--- src/design/cosine_similarity_engine_unit_macros.svh ---
// Assertion macros shared by the cosine similarity engine.
`ifndef COSINE_SIMILARITY_ENGINE_UNIT_MACROS_SVH
`define COSINE_SIMILARITY_ENGINE_UNIT_MACROS_SVH

// Consequent must hold in the same cycle as the antecedent.
`define CSE_ASSERT_SAME(label, clk, rstn, ante, cons, msg) \
    label: assert property (@(posedge clk) disable iff (!rstn) (ante) |-> (cons)) \
        else $error(msg);

// Consequent must hold in the cycle after the antecedent.
`define CSE_ASSERT_NEXT(label, clk, rstn, ante, cons, msg) \
    label: assert property (@(posedge clk) disable iff (!rstn) (ante) |=> (cons)) \
        else $error(msg);

`endif

--- src/design/cse_pkg.sv ---
// Types and constants shared by the cosine similarity engine modules.
`default_nettype none

package cse_pkg;

    localparam int ELEM_W     = 16;
    localparam int SIM_W      = 16;
    localparam int N_W        = 34;
    localparam int ROOT_W     = 17;
    localparam int REM_W      = 20;
    localparam int DIV_STEPS  = 33;
    localparam int SQRT_STEPS = 17;
    localparam int STEP_CNT_W = 6;

    localparam logic [SIM_W-1:0] SIM_MAX = 16'h7FFF;

    typedef enum logic [2:0] {
        S_ACCUM,
        S_CHECK,
        S_MUL_P,
        S_MUL_D,
        S_DIV,
        S_SQRT,
        S_DONE
    } cse_state_t;

    typedef struct packed {
        logic acc_en;
        logic mul_start;
        logic mul_sel_d;
        logic load_p;
        logic load_d;
        logic div_step;
        logic sqrt_step;
        logic result_load;
    } cse_cmd_t;

    typedef struct packed {
        logic mul_done;
        logic zero_norm;
    } cse_stat_t;

endpackage

`default_nettype wire

--- src/design/cosine_similarity_engine_unit.sv ---
// Top level of the streaming cosine similarity engine.
// Element pairs are taken at one per cycle while accumulating.
// After the final pair, unless a norm is zero, the result is computed by two bit-serial products of
// DOT_W = clog2(MAX_LEN+1)+32 bits, a 33-step divide and a 17-step square root.
// The input is held off during that computation; a pending result does not block the next vector's pairs.
// Synchronous active-low reset clears the accumulators, counters and output valid.
`default_nettype none
`include "cosine_similarity_engine_unit_macros.svh"

module cosine_similarity_engine_unit #(
    parameter int MAX_LEN = 1024
) (
    input  wire logic        aclk,
    input  wire logic        aresetn,
    input  wire logic        s_tvalid,
    output logic             s_tready,
    input  wire logic [31:0] s_tdata,   // elem_a [15:0], elem_b [31:16]
    input  wire logic        s_tlast,
    output logic             m_tvalid,
    input  wire logic        m_tready,
    output logic [15:0]      m_tdata,   // similarity [15:0]
    output logic [1:0]       m_tuser    // zero_norm [0], length_overflow [1]
);

    import cse_pkg::*;

    cse_cmd_t         cmd;
    cse_stat_t        stat;
    logic [SIM_W-1:0] similarity;
    logic             zero_norm;
    logic             length_overflow;

    cse_ctrl u_ctrl (
        .aclk     (aclk),
        .aresetn  (aresetn),
        .s_tvalid (s_tvalid),
        .s_tlast  (s_tlast),
        .s_tready (s_tready),
        .m_tvalid (m_tvalid),
        .m_tready (m_tready),
        .cmd      (cmd),
        .stat     (stat)
    );

    cse_datapath #(
        .MAX_LEN (MAX_LEN)
    ) u_datapath (
        .aclk            (aclk),
        .aresetn         (aresetn),
        .elem_a          (s_tdata[ELEM_W-1:0]),
        .elem_b          (s_tdata[2*ELEM_W-1:ELEM_W]),
        .cmd             (cmd),
        .stat            (stat),
        .similarity      (similarity),
        .zero_norm       (zero_norm),
        .length_overflow (length_overflow)
    );

    assign m_tdata = similarity;
    assign m_tuser = {length_overflow, zero_norm};

    `CSE_ASSERT_NEXT(a_hold_after_last, aclk, aresetn, s_tvalid && s_tready && s_tlast, !s_tready, "input request accepted during the result computation")
    `CSE_ASSERT_SAME(a_zero_norm_result, aclk, aresetn, m_tvalid && m_tuser[0], m_tdata == 16'h0000, "zero norm result carries a nonzero similarity")
    `CSE_ASSERT_SAME(a_ready_with_result, aclk, aresetn, $rose(m_tvalid), s_tready, "input not reopened when a result was loaded")

endmodule

`default_nettype wire

--- src/design/cse_seqmul.sv ---
// Unsigned shift-and-add multiplier that retires one multiplier bit per cycle.
`default_nettype none

module cse_seqmul #(
    parameter int W = 43
) (
    input  wire logic           aclk,
    input  wire logic           aresetn,
    input  wire logic           start,
    input  wire logic [W-1:0]   x,
    input  wire logic [W-1:0]   y,
    output logic                done,
    output logic [2*W-1:0]      product
);

    localparam int CW = $clog2(W + 1);

    logic          busy_reg, busy_next;
    logic          done_reg, done_next;
    logic [CW-1:0] cnt_reg, cnt_next;
    logic [W-1:0]  mcand_reg, mcand_next;
    logic [W-1:0]  hi_reg, hi_next;
    logic [W-1:0]  lo_reg, lo_next;
    logic [W:0]    sum;

    always_comb begin
        sum        = {1'b0, hi_reg} + (lo_reg[0] ? {1'b0, mcand_reg} : {(W + 1){1'b0}});
        busy_next  = busy_reg;
        done_next  = 1'b0;
        cnt_next   = cnt_reg;
        mcand_next = mcand_reg;
        hi_next    = hi_reg;
        lo_next    = lo_reg;
        if (start) begin
            busy_next  = 1'b1;
            cnt_next   = '0;
            mcand_next = x;
            hi_next    = '0;
            lo_next    = y;
        end else if (busy_reg) begin
            hi_next  = sum[W:1];
            lo_next  = {sum[0], lo_reg[W-1:1]};
            cnt_next = cnt_reg + 1'b1;
            if (cnt_reg == CW'(W - 1)) begin
                busy_next = 1'b0;
                done_next = 1'b1;
            end
        end
    end

    always_ff @(posedge aclk) begin
        if (!aresetn) begin
            busy_reg <= 1'b0;
            done_reg <= 1'b0;
            cnt_reg  <= '0;
        end else begin
            busy_reg <= busy_next;
            done_reg <= done_next;
            cnt_reg  <= cnt_next;
        end
    end

    always_ff @(posedge aclk) begin
        mcand_reg <= mcand_next;
        hi_reg    <= hi_next;
        lo_reg    <= lo_next;
    end

    assign done    = done_reg;
    assign product = {hi_reg, lo_reg};

endmodule

`default_nettype wire

--- src/design/cse_ctrl.sv ---
// Controller state machine that sequences accumulation, the final arithmetic and the output.
`default_nettype none

module cse_ctrl (
    input  wire logic        aclk,
    input  wire logic        aresetn,
    input  wire logic        s_tvalid,
    input  wire logic        s_tlast,
    output logic             s_tready,
    output logic             m_tvalid,
    input  wire logic        m_tready,
    output cse_pkg::cse_cmd_t  cmd,
    input  wire cse_pkg::cse_stat_t stat
);

    import cse_pkg::*;

    cse_state_t            state_reg, state_next;
    logic [STEP_CNT_W-1:0] cnt_reg, cnt_next;
    logic                  m_valid_reg, m_valid_next;

    always_ff @(posedge aclk) begin
        if (!aresetn) begin
            state_reg   <= S_ACCUM;
            cnt_reg     <= '0;
            m_valid_reg <= 1'b0;
        end else begin
            state_reg   <= state_next;
            cnt_reg     <= cnt_next;
            m_valid_reg <= m_valid_next;
        end
    end

    always_comb begin
        state_next   = state_reg;
        cnt_next     = cnt_reg;
        m_valid_next = m_valid_reg && !m_tready;
        cmd          = '0;
        s_tready     = 1'b0;
        case (state_reg)
            S_ACCUM: begin
                s_tready = 1'b1;
                if (s_tvalid) begin
                    cmd.acc_en = 1'b1;
                    if (s_tlast) begin
                        state_next = S_CHECK;
                    end
                end
            end
            S_CHECK: begin
                if (stat.zero_norm) begin
                    state_next = S_DONE;
                end else begin
                    cmd.mul_start = 1'b1;
                    state_next    = S_MUL_P;
                end
            end
            S_MUL_P: begin
                if (stat.mul_done) begin
                    cmd.load_p    = 1'b1;
                    cmd.mul_start = 1'b1;
                    cmd.mul_sel_d = 1'b1;
                    state_next    = S_MUL_D;
                end
            end
            S_MUL_D: begin
                if (stat.mul_done) begin
                    cmd.load_d = 1'b1;
                    cnt_next   = '0;
                    state_next = S_DIV;
                end
            end
            S_DIV: begin
                cmd.div_step = 1'b1;
                if (cnt_reg == STEP_CNT_W'(DIV_STEPS - 1)) begin
                    cnt_next   = '0;
                    state_next = S_SQRT;
                end else begin
                    cnt_next = cnt_reg + 1'b1;
                end
            end
            S_SQRT: begin
                cmd.sqrt_step = 1'b1;
                if (cnt_reg == STEP_CNT_W'(SQRT_STEPS - 1)) begin
                    cnt_next   = '0;
                    state_next = S_DONE;
                end else begin
                    cnt_next = cnt_reg + 1'b1;
                end
            end
            S_DONE: begin
                if (!m_valid_reg || m_tready) begin
                    cmd.result_load = 1'b1;
                    m_valid_next    = 1'b1;
                    state_next      = S_ACCUM;
                end
            end
            default: begin
                state_next = S_ACCUM;
            end
        endcase
    end

    assign m_tvalid = m_valid_reg;

endmodule

`default_nettype wire

--- src/design/cse_datapath.sv ---
// Datapath with the accumulators, the product, divide and square root steps and the result register.
`default_nettype none

module cse_datapath #(
    parameter int MAX_LEN = 1024
) (
    input  wire logic                          aclk,
    input  wire logic                          aresetn,
    input  wire logic signed [cse_pkg::ELEM_W-1:0] elem_a,
    input  wire logic signed [cse_pkg::ELEM_W-1:0] elem_b,
    input  wire cse_pkg::cse_cmd_t             cmd,
    output cse_pkg::cse_stat_t                 stat,
    output logic [cse_pkg::SIM_W-1:0]          similarity,
    output logic                               zero_norm,
    output logic                               length_overflow
);

    import cse_pkg::*;

    localparam int CNT_W = $clog2(MAX_LEN + 1);
    localparam int SQ_W  = CNT_W + 31;
    localparam int DOT_W = CNT_W + 32;
    localparam int MW    = DOT_W;
    localparam int P_W   = 2 * SQ_W;
    localparam int R_W   = P_W + 1;
    localparam int PR_W  = 2 * ELEM_W;

    logic [SQ_W-1:0]   sq_a_reg, sq_a_next;
    logic [SQ_W-1:0]   sq_b_reg, sq_b_next;
    logic [DOT_W-1:0]  dot_reg, dot_next;
    logic [CNT_W-1:0]  cnt_reg, cnt_next;
    logic              ovf_reg, ovf_next;
    logic [P_W-1:0]    p_reg, p_next;
    logic [R_W-1:0]    r_reg, r_next;
    logic [N_W-1:0]    n_reg, n_next;
    logic [REM_W-1:0]  rem_reg, rem_next;
    logic [ROOT_W-1:0] root_reg, root_next;
    logic [SIM_W-1:0]  sim_reg, sim_next;
    logic              zn_reg, zn_next;
    logic              ovfo_reg, ovfo_next;

    logic signed [PR_W-1:0] prod_aa, prod_bb, prod_ab;
    logic                   room;
    logic                   norm_zero;
    logic                   dot_neg;
    logic [DOT_W-1:0]       mag;
    logic [MW-1:0]          mul_x, mul_y;
    logic                   mul_done;
    logic [2*MW-1:0]        mul_product;
    logic                   div_ge;
    logic [R_W-1:0]         r_sub;
    logic [REM_W-1:0]       rem_sh, trial;
    logic                   sqrt_ge;
    logic [ROOT_W:0]        q_sum;
    logic [ROOT_W-1:0]      q_mag, q_neg;
    logic [SIM_W-1:0]       sim_calc;

    assign prod_aa = elem_a * elem_a;
    assign prod_bb = elem_b * elem_b;
    assign prod_ab = elem_a * elem_b;

    assign room      = cnt_reg < CNT_W'(MAX_LEN);
    assign norm_zero = (sq_a_reg == '0) || (sq_b_reg == '0);
    assign dot_neg   = dot_reg[DOT_W-1];
    assign mag       = dot_neg ? ({DOT_W{1'b0}} - dot_reg) : dot_reg;

    assign mul_x = cmd.mul_sel_d ? mag : {{(MW - SQ_W){1'b0}}, sq_a_reg};
    assign mul_y = cmd.mul_sel_d ? mag : {{(MW - SQ_W){1'b0}}, sq_b_reg};

    cse_seqmul #(
        .W (MW)
    ) u_mul (
        .aclk    (aclk),
        .aresetn (aresetn),
        .start   (cmd.mul_start),
        .x       (mul_x),
        .y       (mul_y),
        .done    (mul_done),
        .product (mul_product)
    );

    always_comb begin
        div_ge  = r_reg >= {1'b0, p_reg};
        r_sub   = div_ge ? (r_reg - {1'b0, p_reg}) : r_reg;
        rem_sh  = {rem_reg[REM_W-3:0], n_reg[N_W-1:N_W-2]};
        trial   = {{(REM_W - ROOT_W - 2){1'b0}}, root_reg, 2'b01};
        sqrt_ge = rem_sh >= trial;
        q_sum   = {1'b0, root_reg} + {{ROOT_W{1'b0}}, 1'b1};
        q_mag   = q_sum[ROOT_W:1];
        q_neg   = {ROOT_W{1'b0}} - q_mag;
        if (norm_zero) begin
            sim_calc = '0;
        end else if (dot_neg) begin
            sim_calc = q_neg[SIM_W-1:0];
        end else if (q_mag > ROOT_W'(SIM_MAX)) begin
            sim_calc = SIM_MAX;
        end else begin
            sim_calc = q_mag[SIM_W-1:0];
        end
    end

    always_comb begin
        sq_a_next = sq_a_reg;
        sq_b_next = sq_b_reg;
        dot_next  = dot_reg;
        cnt_next  = cnt_reg;
        ovf_next  = ovf_reg;
        p_next    = p_reg;
        r_next    = r_reg;
        n_next    = n_reg;
        rem_next  = rem_reg;
        root_next = root_reg;
        sim_next  = sim_reg;
        zn_next   = zn_reg;
        ovfo_next = ovfo_reg;
        if (cmd.acc_en) begin
            if (room) begin
                sq_a_next = sq_a_reg + {{(SQ_W - PR_W){1'b0}}, prod_aa};
                sq_b_next = sq_b_reg + {{(SQ_W - PR_W){1'b0}}, prod_bb};
                dot_next  = dot_reg + {{(DOT_W - PR_W){prod_ab[PR_W-1]}}, prod_ab};
                cnt_next  = cnt_reg + 1'b1;
            end else begin
                ovf_next = 1'b1;
            end
        end
        if (cmd.load_p) begin
            p_next = mul_product[P_W-1:0];
        end
        if (cmd.load_d) begin
            r_next    = {1'b0, mul_product[P_W-1:0]};
            n_next    = '0;
            rem_next  = '0;
            root_next = '0;
        end
        if (cmd.div_step) begin
            r_next = {r_sub[R_W-2:0], 1'b0};
            n_next = {n_reg[N_W-2:0], div_ge};
        end
        if (cmd.sqrt_step) begin
            rem_next  = sqrt_ge ? (rem_sh - trial) : rem_sh;
            root_next = {root_reg[ROOT_W-2:0], sqrt_ge};
            n_next    = {n_reg[N_W-3:0], 2'b00};
        end
        if (cmd.result_load) begin
            sim_next  = sim_calc;
            zn_next   = norm_zero;
            ovfo_next = ovf_reg;
            sq_a_next = '0;
            sq_b_next = '0;
            dot_next  = '0;
            cnt_next  = '0;
            ovf_next  = 1'b0;
        end
    end

    always_ff @(posedge aclk) begin
        if (!aresetn) begin
            sq_a_reg <= '0;
            sq_b_reg <= '0;
            dot_reg  <= '0;
            cnt_reg  <= '0;
            ovf_reg  <= 1'b0;
        end else begin
            sq_a_reg <= sq_a_next;
            sq_b_reg <= sq_b_next;
            dot_reg  <= dot_next;
            cnt_reg  <= cnt_next;
            ovf_reg  <= ovf_next;
        end
    end

    always_ff @(posedge aclk) begin
        p_reg    <= p_next;
        r_reg    <= r_next;
        n_reg    <= n_next;
        rem_reg  <= rem_next;
        root_reg <= root_next;
        sim_reg  <= sim_next;
        zn_reg   <= zn_next;
        ovfo_reg <= ovfo_next;
    end

    assign stat = '{mul_done: mul_done, zero_norm: norm_zero};

    assign similarity      = sim_reg;
    assign zero_norm       = zn_reg;
    assign length_overflow = ovfo_reg;

endmodule

`default_nettype wire

--- config.mk ---
export PLATFORM = sky130hd
export DESIGN_NAME = cosine_similarity_engine_unit
export DESIGN_NICKNAME = d
export VERILOG_FILES = /design/src/design/cse_pkg.sv /design/src/design/cosine_similarity_engine_unit.sv /design/src/design/cse_seqmul.sv /design/src/design/cse_ctrl.sv /design/src/design/cse_datapath.sv
export VERILOG_INCLUDE_DIRS = /design/src /design/src/design
export SDC_FILE = /design/constraint.sdc
export NUM_CORES = 2
export LEC_CHECK = 0
export ABC_AREA = 0
export BUFFER_PORTS_ARGS = -buffer_cell sky130_fd_sc_hd__buf_2
export CAP_MARGIN = 30
export CORE_MARGIN = 8
export CORE_UTILIZATION = 50
export CTS_BUF_LIST = sky130_fd_sc_hd__clkbuf_16
export CTS_CLUSTER_SIZE = 25
export DETAILED_ROUTE_END_ITERATION = 6
export GPL_TIMING_DRIVEN = 0
export PLACE_DENSITY = 0.77
export SYNTH_ARGS = -nofsm -noshare
export SYNTH_HDL_FRONTEND = slang
export SYNTH_SLANG_ARGS = --single-unit
export TNS_END_PERCENT = 50
--- constraint.sdc ---
create_clock -name aclk -period 10.7 [get_ports aclk]
set_input_delay 0.535 -clock aclk [delete_from_list [all_inputs] [get_ports aclk]]
set_output_delay 0.535 -clock aclk [all_outputs]
set_load 0.01 [all_outputs]
==> results by group <==
Synth
  • Number of synthesis warnings: 0
  • Netlist cell types: 88
  • Register area share after synthesis: 22.1%
  • Mapped Cells: 7259
  • EDFF count, synth: 339
  • Syn_area_per_cell: 8.87 sq um
  • Total nets after synthesis: 8567
  • Main synth FF type: edfxtp_1
  • Post-synth ARST share: 0%
  • Synthesized area: 0.0644 sq mm
  • #FFs+latches synth: 542

Floorplan
  • Die Span X: 375 um
  • Row cnt: 131
  • Die area: 0.141 sq mm
  • IO Pins: 57
  • Initial core utilization: 50.4%
  • Core Region: 0.128 sq mm
  • Die Ht: 375 um

Cells and area
  • Final Cell Area: 0.0689 sq mm
  • Share of cells above drive strength 1: 3.25%
  • Filler instances: 11300
  • P&R area growth vs syn: 7.00%
  • Commonest non-fill, non-tap cells in the layout: inv_1 (1189), nand2_1 (765), fa_1 (739), ha_1 (532), a21oi_1 (489)
  • Max reg flops: 85
  • Commonest non-fill, non-tap cell in the layout: inv_1
  • Final #Nets: 8683

Setup path
  • Worst setup path start: s_tdata[18]
  • WS Path Type: in2reg
  • Critical path's slowest cell: fa_1
  • CP Launch Type: primary input
  • Most common cell on crit path: fa_1
  • Worst-case reg-to-reg path depth: 16
  • Flop-to-flop setup slack: 5.22 ns
  • CP arrival: 10.62 ns
  • Crit-path max cell delay: 0.63 ns
  • CP Data Required Time: 11.19 ns
  • Worst R2R Start: u_datapath.r_reg[1]
  • FF-to-FF End: u_datapath.r_reg[36]
  • Critical path fanouts, max: 10
  • Crit. End Element: flip-flop
  • Critical Path Sink: u_datapath.sq_b_reg[33]

STA
  • Max Freq: 0.0987 GHz
  • Hold Vio Cnt, Final: 0
  • Final setup violation count: 0
  • Max-slew headroom: 24.4%
  • Final Max Tran Viols: 0
  • Worst clock skew: 0.0488 ns
  • Final hold slack: 0.212 ns
  • Worst-Margin Slew: 1.13 ns
  • RSZ-0062 raised after global routing: false
  • Tcrit/Tclk final: 94.7%
  • Minimum clock period: 10.13 ns

Placement
  • Port Buffers: 50
  • Gpl congestion: 1.12
  • Post-DP HPWL: 149000 um
  • Placed cell area: 0.0670 sq mm

Drt
  • Avg WL per Cell: 20.2 um
  • Via density: 5.76
  • Total Wirelength: 184000 um
  • Drt first-iter violations: 4754
  • ANT nets after route: 0
  • Pre-Repair DR Iteration Count: 6
  • Total number of vias: 52400
  • DRC errors left: 0

Clock tree
  • CTS tree: built
  • Clk buf depth: 3
  • CTS root buf: clkbuf_16
  • CTS buffer count: 60
  • Clock-pin slew on the worst setup and hold paths: 0.06 ns
  • Clock Latency Late Sink: 0.67 ns
  • Clk sinks: 542
  • CTS H-Tree Depth: 2
  • Hold Buf Count CTS: 0

GRT
  • Grt ovf: 0
  • Global Route Usage Sum: 25.6%
  • Global-route wire length before repair: 290000 um
  • Vias in the first global route: 53900
  • Pin count of the biggest net entering global routing: 60
  • Initial antenna violation count: 9

Run status
  • Status: completed

Job
  • MaxCap Viol Count: 0

Min path
  • Worst hold path type: in2reg
  • HP Start: s_tvalid
[Yosys cell counts (65+ instances only)]
library cell,instances,area (sq um)
nand2_1,767,2880
fa_1,739,14800
xnor2_1,267,2340
a21oi_1,489,2450
o21bai_1,65,488
a21o_1,166,1250
inv_1,1177,4420
and2_1,210,1310
and3_1,71,444
edfxtp_1,339,10200
o21ai_0,264,1320
nand4_1,73,457
xor2_1,161,1410
ha_1,532,6660
nor2_1,487,1830
mux2i_1,128,1280
dfxtp_1,203,4060
clkbuf_1,267,1000
nor3_1,87,435
nand3_1,97,485
[layout make-up]
class	count	area, sq um	area share (%)
Antenna cell	6	15.0	0.0218
Buffer	290	1130	1.64
Clock buffer	64	1600	2.32
Clock inverter	49	350	0.508
Inverter	1193	4480	6.50
Multi-Input combinational cell	5230	44600	64.7
Sequential cell	542	14200	20.7
Tap cell	1662	2080	3.02
Timing Repair Buffer	58	427	0.619
[worst min-delay path by stage]
stage               slack, ns                    endpoint  cells past startpoint
finish                   0.21          u_datapath.ovf_reg                      3
global route             0.23          u_datapath.ovf_reg                      3
CTS                      0.18          u_datapath.ovf_reg                      3
detailed placement       0.47  u_datapath.length_overflow                      0
global placement         0.46  u_datapath.length_overflow                      0
floorplan                0.41  u_datapath.length_overflow                      0
[routing by layer]
layer	wire length [um]	global-route usage, %	vias up
li1	-	-	24100
met1	71500	31.4	25500
met2	85800	42.6	2187
met3	14300	4.41	591
met4	12400	14.7	2
met5	13	0	-
[worst max-delay path: cells and delay by family]
family	cells	cell delay, ns
AOI/OAI and AO/OA	15	3.57
adders and majority gates	8	3.91
and+or+nand+nor	4	0.58
buffers and inverters	6	1.45
xor gates and xnor gates	2	0.55
[cell families (layout without fill, tap and decap cells)]
kind of cell	count (synthesis)	count (layout)	synth area share (%)
fa+ha+maj	1271	1271	33.3
buf+inv	1487	1654	8.72
compound gates	1362	1362	13.3
simple gates	2037	2037	14.7
flops	542	542	22.1
xor+xnor	428	428	5.82
mux	132	132	2.06
other cells	0	6	0
[per-stage QoR]
stage                     setup WS (ns)  std cells  setup TNS (ns)  util [%]
after floorplan                    1.91       7259               0         -
after global placement           -0.665       8971           -2.87      52.3
after detailed placement         -0.140       8979          -0.353      52.4
after CTS                         0.490       9092               0      54.0
after global routing             0.0313       9090               0      54.0
final                             0.569       9094               0      54.0
[what timing repair did]
item,CTS,global route
resized for setup,0,3
setup endpoints to repair,0,4
setup buffers,0,0
Power is not shown: default switching activity piles up to over one toggle a cycle in this logic, so the estimate is an artifact.
